File: src/rtl/dss_pkg.sv
// debounced save scheduler package: command codes, register indexes,
// reset constants and the structs shared by the core and the top level
// no dependencies
package dss_pkg;

  localparam int CmdW     = 2;
  localparam int DelayW   = 12;
  localparam int TimeW    = 32;
  localparam int SeqW     = 32;
  localparam int CfgIdxW  = 1;
  localparam int CfgDataW = 32;

  localparam logic [CmdW-1:0] CmdSetDelay = 2'd0;
  localparam logic [CmdW-1:0] CmdTick     = 2'd1;
  localparam logic [CmdW-1:0] CmdSaveDone = 2'd2;
  localparam logic [CmdW-1:0] CmdRestore  = 2'd3;

  localparam logic [CfgIdxW-1:0] CfgDebounce    = 1'b0;
  localparam logic [CfgIdxW-1:0] CfgMinInterval = 1'b1;

  localparam logic [DelayW-1:0] DelayMax         = 12'd3600;
  localparam logic [DelayW-1:0] DelayReset       = 12'd5;
  localparam logic [TimeW-1:0]  DebounceReset    = 32'd3000;
  localparam logic [TimeW-1:0]  MinIntervalReset = 32'd30000;

  typedef struct packed {
    logic [CmdW-1:0]   cmd;
    logic signed [31:0] new_delay;
    logic [TimeW-1:0]  now_ms;
    logic              save_ok;
    logic [SeqW-1:0]   restore_seq;
    logic              restore_slot_a;
  } item_t;

  typedef struct packed {
    logic              save_request;
    logic              target_slot_a;
    logic [SeqW-1:0]   target_seq;
    logic [DelayW-1:0] delay_seconds;
    logic              dirty;
  } result_t;

  typedef struct packed {
    logic [TimeW-1:0] debounce_time_ms;
    logic [TimeW-1:0] min_write_interval_ms;
  } cfg_t;

endpackage

File: src/rtl/dss_if.sv
// valid/ready channel interfaces for the debounced save scheduler
// depends on dss_pkg
interface dss_in_if;
  logic                       valid;
  logic                       ready;
  logic [dss_pkg::CmdW-1:0]   cmd;
  logic signed [31:0]         new_delay;
  logic [dss_pkg::TimeW-1:0]  now_ms;
  logic                       save_ok;
  logic [dss_pkg::SeqW-1:0]   restore_seq;
  logic                       restore_slot_a;

  modport source (output valid, cmd, new_delay, now_ms, save_ok, restore_seq,
                  restore_slot_a, input ready);
  modport sink   (input valid, cmd, new_delay, now_ms, save_ok, restore_seq,
                  restore_slot_a, output ready);
endinterface

interface dss_out_if;
  logic                        valid;
  logic                        ready;
  logic                        save_request;
  logic                        target_slot_a;
  logic [dss_pkg::SeqW-1:0]    target_seq;
  logic [dss_pkg::DelayW-1:0]  delay_seconds;
  logic                        dirty;

  modport source (output valid, save_request, target_slot_a, target_seq,
                  delay_seconds, dirty, input ready);
  modport sink   (input valid, save_request, target_slot_a, target_seq,
                  delay_seconds, dirty, output ready);
endinterface

interface dss_cfg_if;
  logic                          valid;
  logic                          ready;
  logic [dss_pkg::CfgIdxW-1:0]   index;
  logic [dss_pkg::CfgDataW-1:0]  data;

  modport source (output valid, index, data, input ready);
  modport sink   (input valid, index, data, output ready);
endinterface

File: src/rtl/dss_core.sv
// scheduler state and per-transaction next-state logic
// depends on dss_pkg
module dss_core (
  input  logic             clk,
  input  logic             rst_n,
  input  logic             fire,
  input  dss_pkg::item_t   item,
  input  dss_pkg::cfg_t    cfg,
  output dss_pkg::result_t res
);

  logic [dss_pkg::DelayW-1:0] delay_r, delay_nxt;
  logic                       dirty_r, dirty_nxt;
  logic [dss_pkg::TimeW-1:0]  change_time_r, change_time_nxt;
  logic [dss_pkg::TimeW-1:0]  save_time_r, save_time_nxt;
  logic [dss_pkg::SeqW-1:0]   seq_r, seq_nxt;
  logic                       slot_a_r, slot_a_nxt;
  logic                       outstanding_r, outstanding_nxt;
  logic                       changed_r, changed_nxt;

  logic [dss_pkg::DelayW-1:0] clamped;
  logic [dss_pkg::TimeW-1:0]  since_change;
  logic [dss_pkg::TimeW-1:0]  since_save;
  logic                       save_due;

  // negative goes to zero, large values saturate
  always_comb begin
    if (item.new_delay[31]) begin
      clamped = '0;
    end else if (item.new_delay > $signed({20'd0, dss_pkg::DelayMax})) begin
      clamped = dss_pkg::DelayMax;
    end else begin
      clamped = item.new_delay[dss_pkg::DelayW-1:0];
    end
  end

  assign since_change = item.now_ms - change_time_r;
  assign since_save   = item.now_ms - save_time_r;
  assign save_due = dirty_r && !outstanding_r &&
                    (since_change >= cfg.debounce_time_ms) &&
                    ((save_time_r == '0) || (since_save >= cfg.min_write_interval_ms));

  always_comb begin
    delay_nxt       = delay_r;
    dirty_nxt       = dirty_r;
    change_time_nxt = change_time_r;
    save_time_nxt   = save_time_r;
    seq_nxt         = seq_r;
    slot_a_nxt      = slot_a_r;
    outstanding_nxt = outstanding_r;
    changed_nxt     = changed_r;
    res.save_request  = 1'b0;
    res.target_slot_a = 1'b0;
    res.target_seq    = '0;
    unique case (item.cmd)
      dss_pkg::CmdSetDelay: begin
        if (clamped != delay_r) begin
          delay_nxt       = clamped;
          dirty_nxt       = 1'b1;
          change_time_nxt = item.now_ms;
          if (outstanding_r) begin
            changed_nxt = 1'b1;
          end
        end
      end
      dss_pkg::CmdTick: begin
        if (save_due) begin
          res.save_request  = 1'b1;
          res.target_slot_a = !slot_a_r;
          res.target_seq    = seq_r + 1'b1;
          outstanding_nxt   = 1'b1;
          changed_nxt       = 1'b0;
          save_time_nxt     = item.now_ms;
        end
      end
      dss_pkg::CmdSaveDone: begin
        // stray completion with nothing outstanding is dropped
        if (outstanding_r) begin
          if (item.save_ok) begin
            seq_nxt    = seq_r + 1'b1;
            slot_a_nxt = !slot_a_r;
            dirty_nxt  = changed_r;
          end
          outstanding_nxt = 1'b0;
          changed_nxt     = 1'b0;
        end
      end
      dss_pkg::CmdRestore: begin
        delay_nxt       = clamped;
        seq_nxt         = item.restore_seq;
        slot_a_nxt      = item.restore_slot_a;
        dirty_nxt       = 1'b0;
        outstanding_nxt = 1'b0;
        changed_nxt     = 1'b0;
      end
      default: begin
      end
    endcase
    res.delay_seconds = delay_nxt;
    res.dirty         = dirty_nxt;
  end

  always_ff @(posedge clk) begin
    if (!rst_n) begin
      delay_r       <= dss_pkg::DelayReset;
      dirty_r       <= 1'b1;
      change_time_r <= '0;
      save_time_r   <= '0;
      seq_r         <= '0;
      slot_a_r      <= 1'b1;
      outstanding_r <= 1'b0;
      changed_r     <= 1'b0;
    end else if (fire) begin
      delay_r       <= delay_nxt;
      dirty_r       <= dirty_nxt;
      change_time_r <= change_time_nxt;
      save_time_r   <= save_time_nxt;
      seq_r         <= seq_nxt;
      slot_a_r      <= slot_a_nxt;
      outstanding_r <= outstanding_nxt;
      changed_r     <= changed_nxt;
    end
  end

  a_changed_needs_save: assert property (@(posedge clk) disable iff (!rst_n)
    changed_r |-> outstanding_r)
    else $error("change-during-save flag set with no save outstanding");

  a_request_opens_save: assert property (@(posedge clk) disable iff (!rst_n)
    fire && res.save_request |=> outstanding_r && !changed_r)
    else $error("save request did not open an outstanding save");

  a_no_request_while_busy: assert property (@(posedge clk) disable iff (!rst_n)
    outstanding_r |-> !res.save_request)
    else $error("second save requested while one is outstanding");

  a_restore_clears: assert property (@(posedge clk) disable iff (!rst_n)
    fire && (item.cmd == dss_pkg::CmdRestore) |=> !dirty_r && !outstanding_r)
    else $error("restore left dirty or outstanding state");

  a_idle_holds: assert property (@(posedge clk) disable iff (!rst_n)
    !fire |=> $stable(delay_r) && $stable(seq_r) && $stable(dirty_r))
    else $error("scheduler state moved without a transaction");

endmodule

File: src/rtl/debounced_save_scheduler.sv
// top level of the debounced save scheduler: input register, config registers,
// scheduler core and result register; depends on dss_pkg, dss_if and dss_core
//
// Takes one command transaction per clock (set_delay, tick, save_done,
// restore) and returns exactly one result transaction for each, in order.
// Throughput is one transaction per cycle when out_if is not stalling. A
// command is held in the input register; the state update is done in the
// single combinational pass as it leaves that register, and the result is
// captured in the result register. Backpressure from out_if.ready stalls
// both stages; in_if.ready stays high while either stage can move. The
// configuration channel is always ready and must only be written while no
// transaction is in flight; register 0 is the debounce time in ms, register
// 1 the minimum save interval in ms. After reset the delay is 5 s, the
// settings count as dirty and nothing has been saved yet.
module debounced_save_scheduler (
  input logic  clk,
  input logic  rst_n,
  dss_in_if.sink    in_if,
  dss_out_if.source out_if,
  dss_cfg_if.sink   cfg_if
);

  // input register stage
  logic             s1_valid_r;
  dss_pkg::item_t   s1_item_r;
  // result register stage
  logic             out_valid_r;
  dss_pkg::result_t out_res_r;
  // config registers
  dss_pkg::cfg_t    cfg_r;

  dss_pkg::result_t res;
  logic             s1_adv;
  logic             in_fire;

  // stage 1 moves when the result register is free or draining
  assign s1_adv  = !out_valid_r || out_if.ready;
  assign in_if.ready = !s1_valid_r || s1_adv;
  assign in_fire = in_if.valid && in_if.ready;

  always_ff @(posedge clk) begin
    if (!rst_n) begin
      s1_valid_r <= 1'b0;
    end else if (in_if.ready) begin
      s1_valid_r <= in_if.valid;
    end
  end

  always_ff @(posedge clk) begin
    if (in_fire) begin
      s1_item_r.cmd            <= in_if.cmd;
      s1_item_r.new_delay      <= in_if.new_delay;
      s1_item_r.now_ms         <= in_if.now_ms;
      s1_item_r.save_ok        <= in_if.save_ok;
      s1_item_r.restore_seq    <= in_if.restore_seq;
      s1_item_r.restore_slot_a <= in_if.restore_slot_a;
    end
  end

  // config write port, never stalls
  assign cfg_if.ready = 1'b1;

  always_ff @(posedge clk) begin
    if (!rst_n) begin
      cfg_r.debounce_time_ms      <= dss_pkg::DebounceReset;
      cfg_r.min_write_interval_ms <= dss_pkg::MinIntervalReset;
    end else if (cfg_if.valid) begin
      unique case (cfg_if.index)
        dss_pkg::CfgDebounce:    cfg_r.debounce_time_ms      <= cfg_if.data;
        dss_pkg::CfgMinInterval: cfg_r.min_write_interval_ms <= cfg_if.data;
        default: begin
        end
      endcase
    end
  end

  // state update happens as the item leaves stage 1
  dss_core u_core (
    .clk   (clk),
    .rst_n (rst_n),
    .fire  (s1_valid_r && s1_adv),
    .item  (s1_item_r),
    .cfg   (cfg_r),
    .res   (res)
  );

  always_ff @(posedge clk) begin
    if (!rst_n) begin
      out_valid_r <= 1'b0;
    end else if (s1_adv) begin
      out_valid_r <= s1_valid_r;
    end
  end

  always_ff @(posedge clk) begin
    if (s1_valid_r && s1_adv) begin
      out_res_r <= res;
    end
  end

  assign out_if.valid         = out_valid_r;
  assign out_if.save_request  = out_res_r.save_request;
  assign out_if.target_slot_a = out_res_r.target_slot_a;
  assign out_if.target_seq    = out_res_r.target_seq;
  assign out_if.delay_seconds = out_res_r.delay_seconds;
  assign out_if.dirty         = out_res_r.dirty;

endmodule

File: src/flat_wrapper.sv
// flat-port wrapper written by rule: the top's interface ports become plain ports
module debounced_save_scheduler_flat 
  (clk, rst_n, in_if_valid, in_if_cmd, in_if_new_delay, in_if_now_ms, in_if_save_ok, in_if_restore_seq, in_if_restore_slot_a, in_if_ready, out_if_valid, out_if_save_request, out_if_target_slot_a, out_if_target_seq, out_if_delay_seconds, out_if_dirty, out_if_ready, cfg_if_valid, cfg_if_index, cfg_if_data, cfg_if_ready);
  dss_in_if in_if_i ();
  dss_out_if out_if_i ();
  dss_cfg_if cfg_if_i ();
  input logic clk;
  input logic rst_n;
  input wire logic [$bits(in_if_i.valid)-1:0] in_if_valid;
  input wire logic [$bits(in_if_i.cmd)-1:0] in_if_cmd;
  input wire logic [$bits(in_if_i.new_delay)-1:0] in_if_new_delay;
  input wire logic [$bits(in_if_i.now_ms)-1:0] in_if_now_ms;
  input wire logic [$bits(in_if_i.save_ok)-1:0] in_if_save_ok;
  input wire logic [$bits(in_if_i.restore_seq)-1:0] in_if_restore_seq;
  input wire logic [$bits(in_if_i.restore_slot_a)-1:0] in_if_restore_slot_a;
  output wire logic [$bits(in_if_i.ready)-1:0] in_if_ready;
  output wire logic [$bits(out_if_i.valid)-1:0] out_if_valid;
  output wire logic [$bits(out_if_i.save_request)-1:0] out_if_save_request;
  output wire logic [$bits(out_if_i.target_slot_a)-1:0] out_if_target_slot_a;
  output wire logic [$bits(out_if_i.target_seq)-1:0] out_if_target_seq;
  output wire logic [$bits(out_if_i.delay_seconds)-1:0] out_if_delay_seconds;
  output wire logic [$bits(out_if_i.dirty)-1:0] out_if_dirty;
  input wire logic [$bits(out_if_i.ready)-1:0] out_if_ready;
  input wire logic [$bits(cfg_if_i.valid)-1:0] cfg_if_valid;
  input wire logic [$bits(cfg_if_i.index)-1:0] cfg_if_index;
  input wire logic [$bits(cfg_if_i.data)-1:0] cfg_if_data;
  output wire logic [$bits(cfg_if_i.ready)-1:0] cfg_if_ready;
  assign in_if_i.valid = in_if_valid;
  assign in_if_i.cmd = in_if_cmd;
  assign in_if_i.new_delay = in_if_new_delay;
  assign in_if_i.now_ms = in_if_now_ms;
  assign in_if_i.save_ok = in_if_save_ok;
  assign in_if_i.restore_seq = in_if_restore_seq;
  assign in_if_i.restore_slot_a = in_if_restore_slot_a;
  assign in_if_ready = in_if_i.ready;
  assign out_if_valid = out_if_i.valid;
  assign out_if_save_request = out_if_i.save_request;
  assign out_if_target_slot_a = out_if_i.target_slot_a;
  assign out_if_target_seq = out_if_i.target_seq;
  assign out_if_delay_seconds = out_if_i.delay_seconds;
  assign out_if_dirty = out_if_i.dirty;
  assign out_if_i.ready = out_if_ready;
  assign cfg_if_i.valid = cfg_if_valid;
  assign cfg_if_i.index = cfg_if_index;
  assign cfg_if_i.data = cfg_if_data;
  assign cfg_if_ready = cfg_if_i.ready;
  debounced_save_scheduler u_core (.clk(clk), .rst_n(rst_n), .in_if(in_if_i), .out_if(out_if_i), .cfg_if(cfg_if_i));
endmodule
File: config.mk
export PLATFORM = sky130hd
export DESIGN_NAME = debounced_save_scheduler_flat
export DESIGN_NICKNAME = d
export VERILOG_FILES = /design/src/rtl/dss_pkg.sv /design/src/rtl/dss_if.sv /design/src/rtl/dss_core.sv /design/src/rtl/debounced_save_scheduler.sv /design/src/flat_wrapper.sv
export SDC_FILE = /design/constraint.sdc
export NUM_CORES = 1
export LEC_CHECK = 0
export ABC_CLOCK_PERIOD_IN_PS = 7400
export BUFFER_PORTS_ARGS = -buffer_cell sky130_fd_sc_hd__buf_2
export CAP_MARGIN = 5
export CORE_ASPECT_RATIO = 0.5
export CORE_MARGIN = 3
export CORE_UTILIZATION = 30
export DETAILED_ROUTE_END_ITERATION = 12
export SETUP_SLACK_MARGIN = 0.05
export SYNTH_ARGS = -nofsm -noshare
export SYNTH_HDL_FRONTEND = slang
export SYNTH_HIERARCHICAL = 1
export SYNTH_SLANG_ARGS = --single-unit
export TNS_END_PERCENT = 30
File: constraint.sdc
create_clock -name clk -period 7.4 [get_ports clk]
set_clock_uncertainty 0.15 [all_clocks]
set_input_delay 1.11 -clock clk [delete_from_list [all_inputs] [get_ports clk]]
set_output_delay 1.11 -clock clk [all_outputs]
set_load 0.005 [all_outputs]
### Yosys cells after proc, flatten, opt, wreduce, memory -nomap -nowiden

Cells that the tools add are included.
W data, S select, Z words.

* muxes and demuxes: 22
* eq/ne operators: 9
* magnitude comparators: 3
* bitwise gates (word level): 1
* reduce and logical (&&, ||, !) cells: 25
* $add $sub $neg: 3

Operator list (number)
* $ge A32 B32 Y1: 2
* $mux W32: 2
* $pmux W32 S2: 1
* $sub A32 B32 Y32: 2
* $mux W12: 3
* $mux W34: 1
* $add A32 B1 Y32 const B: 1
* $gt A32 B13 Y1 const B: 1
* $logic_not A32 Y1: 1
* $pmux W12 S2: 1
* $ne A12 B12 Y1: 1
* $mux W1: 10
* $reduce_and A3 Y1: 3
* $ne A2 B2 Y1 const B: 4
* $reduce_and A2 Y1: 3
* $logic_and A1 B1 Y1: 5
* $reduce_and A5 Y1: 1
* $eq A2 B2 Y1 const B: 2
* $logic_not A1 Y1: 4
* $pmux W1 S2: 2
* $pmux W1 S4: 1
* $reduce_and A4 Y1: 1
* $reduce_bool A2 Y1: 2
* $logic_or A1 B1 Y1: 3
* 6 further kinds: 6

* output and inout port bits: 50
* word-level logic and storage cells: 86
* input bits: 138
* flip-flop bits (word level): 325

### Longest topological paths before layout

* depth after elaboration: 6
* depth in mapped cells: 24
* mapped depth without buffers: 23

### Hierarchy

The synthesis kept the hierarchy.

Modules (own cells, without submodules)
* dss_core: instances 1, area each 10970.5 um^2, cells an instance 1486, seq. area each 2242.2 um^2
* debounced_save_scheduler: instances 1, area each 7019.2 um^2, cells an instance 418, seq. area each 5735.5 um^2

### Worst setup path before layout

No wires, ideal clock.

* path kind: input -> register
* from: input port out_if_ready
* to: register u_core/s1_item_r[0] (netlist bit) (enable)
* path buffers: 0
* stages on the path: 2
* data required time: 6.659 ns
* library setup time: 0.591 ns
* path slack: 0.636 ns
* arrival: 6.022 ns
* cell sequence: nor2b_1 > a21oi_1

* word-level cells in the longest chain between the ends: 3

Ends and longest elaborated chain
* from (decl): line flat_wrapper.sv:23 `input wire logic [$bits(out_if_i.ready)-1:0] out_if_ready;`
* $logic_or A1 B1 Y1: line debounced_save_scheduler.sv:37 `assign s1_adv = !out_valid_r || out_if.ready;`
* $logic_or A1 B1 Y1: line debounced_save_scheduler.sv:38 `assign in_if.ready = !s1_valid_r || s1_adv;`
* $logic_and A1 B1 Y1: line debounced_save_scheduler.sv:39 `assign in_fire = in_if.valid && in_if.ready;`
* named net u_core.in_fire: line debounced_save_scheduler.sv:34 `logic in_fire;`
* to (decl): line debounced_save_scheduler.sv:25 `dss_pkg::item_t s1_item_r;`

The timed path passes the listed nets, and every way through them passes these cells.
A chain may end at the register's enable or synchronous reset.

### Worst setup path in the final report

* from: register u_core/s1_item_r[35] (netlist bit)
* to: register u_core/u_core/save_time_r[12] (netlist bit)

* word-level cells in the longest chain between the ends: 5
* elaborated cells between the ends (all ways): 8
* classes of those cells: add/sub (2); order compare (2); reduce/logical (4)

Ends and longest elaborated chain
* $sub A32 B32 Y32 (on tied branches): line dss_core.sv:37, dss_core.sv:38
* $ge A32 B32 Y1 (on tied branches): line dss_core.sv:40, dss_core.sv:41
* $logic_and A1 B1 Y1 / $logic_or A1 B1 Y1 (equally long branches): line dss_core.sv:39, dss_core.sv:41
* $logic_and A1 B1 Y1 *: line dss_core.sv:40 `(since_change >= cfg.debounce_time_ms) &&`
* $reduce_and A3 Y1 (no line) *
* to (signal assigned): line dss_core.sv:117 `save_time_r <= save_time_nxt;`
* to (decl): line dss_core.sv:15 `logic [dss_pkg::TimeW-1:0] save_time_r, save_time_nxt;`

Mark *: on every way between the ends. The rest lies on a longest branch, timed or not.

==> results.yml <==
outcome:
  status: "completed"
worst_setup_path:
  critPathRequiredTime_ns: 7.70
  crit_fanout: 32
  crit_type: "reg2reg"
  end_kind: "flip-flop"
  crit_path_start_kind: "flip-flop"
  reg2reg_depth: 18
  crit_arrival_ns: 6.56
  reg2reg_to: "u_core/u_core/save_time_r[12]"
  r2r-start: "u_core/s1_item_r[35]"
  ff2ff_setup_slack_ns: 1.14
power:
  ir_drop_uv: 154
  combPwrFrac_pct: 15.1
  power_switching_mw: 1.18
  power_density_mw_per_mm2: 212
  p_seq_share_pct: 45.9
  clock_power_share_pct: 39.0
  intPower_mw: 3.22
  swShare_pct: 26.8
  leakage_nw: 7.94
clock_tree:
  hold_buffers: 0
  insertion_delay_ns: 0.53
  clockBufferDepth: 3
  cts_buffers: 34
  postCtsSetupBuffers: 0
  cts-resized-gates: 0
  clockRootBuffer: "clkbuf_16"
  clock-sinks: 325
  htree_levels: 2
  clkTransAtPathRegs_ns: 0.06
  cts_tree: "done"
floorplanning:
  rows: 62
  die_x_um: 352
  coreArea_mm2: 0.0583
  die_h_um: 179
  start_util_pct: 30.8
  io_pins: 188
  die_area_mm2: 0.0631
drt:
  antenna_left: 0
  vias: 13900
  viasPerCell: 4.83
  wl_mm: 46.4
  wl_per_cell_um: 16.1
  dr.pass1.iters: 6
  dr.first_iter.drc_count: 1081
  drc_errors: 0
global_route:
  antenna_found_initial: 1
  grt_usage_pct: 14.3
  grt-ovfl-total: 0
  grt_start_max_net_pins: 84
  grt_pass1_vias: 13300
  grt_pass1_wl_mm: 72.5
logic_synthesis:
  syn_area_mm2: 0.0180
  synth.yosys.seq_area_share_pct: 44.3
  synth_edf_count: 147
  synth_largest_area_cell: "edfxtp_1"
  ys_seq_elements: 325
  synth_warnings: 6
  ys.flop_type: "dfxtp_1"
  synth_top_area_share_pct: 24.5
  synth_common_cells: "241 x nand2_1, 178 x dfxtp_1, 166 x inv_1"
  yosysMostFrequentCell: "nand2_1"
  postSynthCellCount: 1904
  synthArstFlopShare_pct: 0
  synth.net_count: 2175
  synth_area_leaders: "edfxtp_1 25%, dfxtp_1 20%, ha_1 9.1%"
  synth_area_per_cell_um2: 9.45
  ys_types: 78
place:
  gp_congestion: 0.838
  port_buffers: 186
  dpl.hpwl_mm: 33.8
sta:
  slew_headroom_pct: 19.8
  hold_violations: 0
  setup_viol: 0
  finalMaxSlewViolations: 0
  tightest_slew_ns: 1.20
  holdWs_ns: 0.309
  finalCritPeriodShare_pct: 84.6
  rsz0062_at_grt: "false"
  setup_tns_ns: 0
  fmax_mhz: 160
  fin_crit_ns: 6.26
min_path:
  min-delay-path-class: "reg2reg"
  hp-start: "u_core/cfg_r[58]"
  min_to: "u_core/cfg_r[58]"
  hold_depth: 2
final_layout:
  area_growth_pct: 15.3
  layout-drive-gt1-share_pct: 13.3
  layout.nets: 2326
job:
  maxCapViolations: 0
[layer usage]
layer / global-route usage, % / routed length, µm
met1: 18.6 / 21400
met2: 25.0 / 22100
met3: 2.19 / 1810
met4: 3.79 / 999
met5: 0 / 0
[state kept, by name (all words and copies together), names as in the netlist]
| name | flops |
|---|---|
| u_core/cfg_r | 64 |
| u_core/out_if.dirty | 1 |
| u_core/u_core/save_time_r | 32 |
| u_core/u_core/change_time_r | 32 |
| u_core/s1_item_r | 100 |
| u_core/out_if.target_slot_a | 1 |
| u_core/out_if.delay_seconds | 12 |
| u_core/out_if.valid | 1 |
| u_core/u_core/changed_r | 1 |
| u_core/u_core/slot_a_r | 1 |
| u_core/u_core/dirty_r | 1 |
| u_core/out_if.target_seq | 32 |
| u_core/u_core/seq_r | 32 |
| u_core/s1_valid_r | 1 |
| u_core/u_core/delay_r | 12 |
| u_core/u_core/outstanding_r | 1 |
| u_core/out_if.save_request | 1 |
[cell families (layout without fill, tap and decap cells)]
logic type	count (synthesis)	in the layout	synth area share (%)
XOR/XNOR	89	89	4.33
adder cells (fa/ha/maj)	133	133	9.33
AND/OR/NAND/NOR	596	596	15.3
multiplexers	116	116	6.48
buffers and inverters	250	426	5.78
other	1	2	0.0208
flip-flops	325	325	44.3
AO/OA/AOI/OAI	394	394	14.4
[cells in the final DEF (no fill, tap or decap), types with 6 or more instances in the layout]
cell | netlist | routed
clkinv_2 | 0 | 8
and3_1 | 20 | 20
dfxtp_1 | 178 | 178
a211oi_1 | 11 | 11
a21oi_1 | 106 | 105
buf_4 | 6 | 12
o21ai_0 | 73 | 73
clkinv_1 | 2 | 6
nor4_1 | 19 | 19
edfxtp_1 | 147 | 147
o21bai_1 | 9 | 9
nand2b_1 | 11 | 11
nor3_1 | 20 | 20
o31ai_1 | 8 | 8
nor2b_1 | 15 | 14
o211ai_1 | 33 | 33
nand2_1 | 241 | 241
ha_1 | 131 | 130
mux2i_1 | 113 | 113
xnor2_1 | 55 | 55
nor2_1 | 155 | 154
clkbuf_16 | 0 | 34
a22oi_1 | 12 | 12
nand3b_1 | 10 | 10
inv_1 | 166 | 165
xor2_1 | 34 | 34
a21o_1 | 40 | 40
nand3_1 | 36 | 36
o21a_1 | 22 | 22
buf_2 | 15 | 185
nand4_1 | 24 | 24
a31oi_1 | 14 | 14
and2_1 | 13 | 13
a211o_1 | 7 | 7
[worst max-delay path: stages, from the launching register on]
cell      delay, ns
edfxtp_1       0.52
ha_1           0.34
nor2b_1        0.14
o31a_1         0.29
o311ai_0       0.66
a21oi_1        0.24
a31o_2         0.32
a41oi_1        0.25
a31oi_1        0.19
a311oi_1       0.34
xnor2_1        0.10
ha_1           0.31
nand4_1        0.14
nor3_1         0.34
and4_1         0.25
a211o_1        0.19
nand3_1        0.17
nor2_4         0.93
mux2i_1        0.29
[how the worst max path moves through the flow]
stage                               from                             to  slack, ns  depth (start not counted)
global route        u_core/s1_item_r[35]  u_core/u_core/save_time_r[25]       0.82                         18
finish              u_core/s1_item_r[35]  u_core/u_core/save_time_r[12]       1.14                         18
floorplan                   out_if_ready            u_core/s1_item_r[0]       0.64                          2
global placement    u_core/s1_item_r[35]   u_core/u_core/save_time_r[0]       1.48                         18
CTS                 u_core/s1_item_r[35]  u_core/u_core/save_time_r[12]       1.18                         18
detailed placement  u_core/s1_item_r[35]  u_core/u_core/save_time_r[12]       1.19                         18
[area by class of cell]
cell class,count,area [µm²]
Multi-Input combinational cell,1329,9010
Sequential cell,325,7980
Tap cell,800,1000
Fill cell,5888,37600
Timing Repair Buffer,197,1020
Antenna cell,1,2.50
Clock inverter,20,198
Clock buffer,41,897
Inverter,168,632
[through the flow]
step	power, mW	area [µm²]	std cells	util (%)	setup slack (ns)
CTS	4.45	20700	2880	35.5	1.18
floorplan	2.51	18000	1904	-	0.636
finish	4.39	20700	2881	35.5	1.14
global route	4.60	20700	2881	35.5	0.820
detailed placement	2.72	19600	2819	33.7	1.19
global placement	2.71	19600	2819	33.7	1.48
[power groups by stage]
stage          combinational, mW  clock, mW  sequential (mW)
2_1_floorplan              0.466          0             2.04
3_3_place_gp               0.652          0             2.06
3_5_place_dp               0.662          0             2.06
4_1_cts                    0.666       1.77             2.02
5_1_grt                    0.745       1.83             2.03
6_report                   0.662       1.71             2.02
No activity file was read; power rests on OpenSTA's default activity.
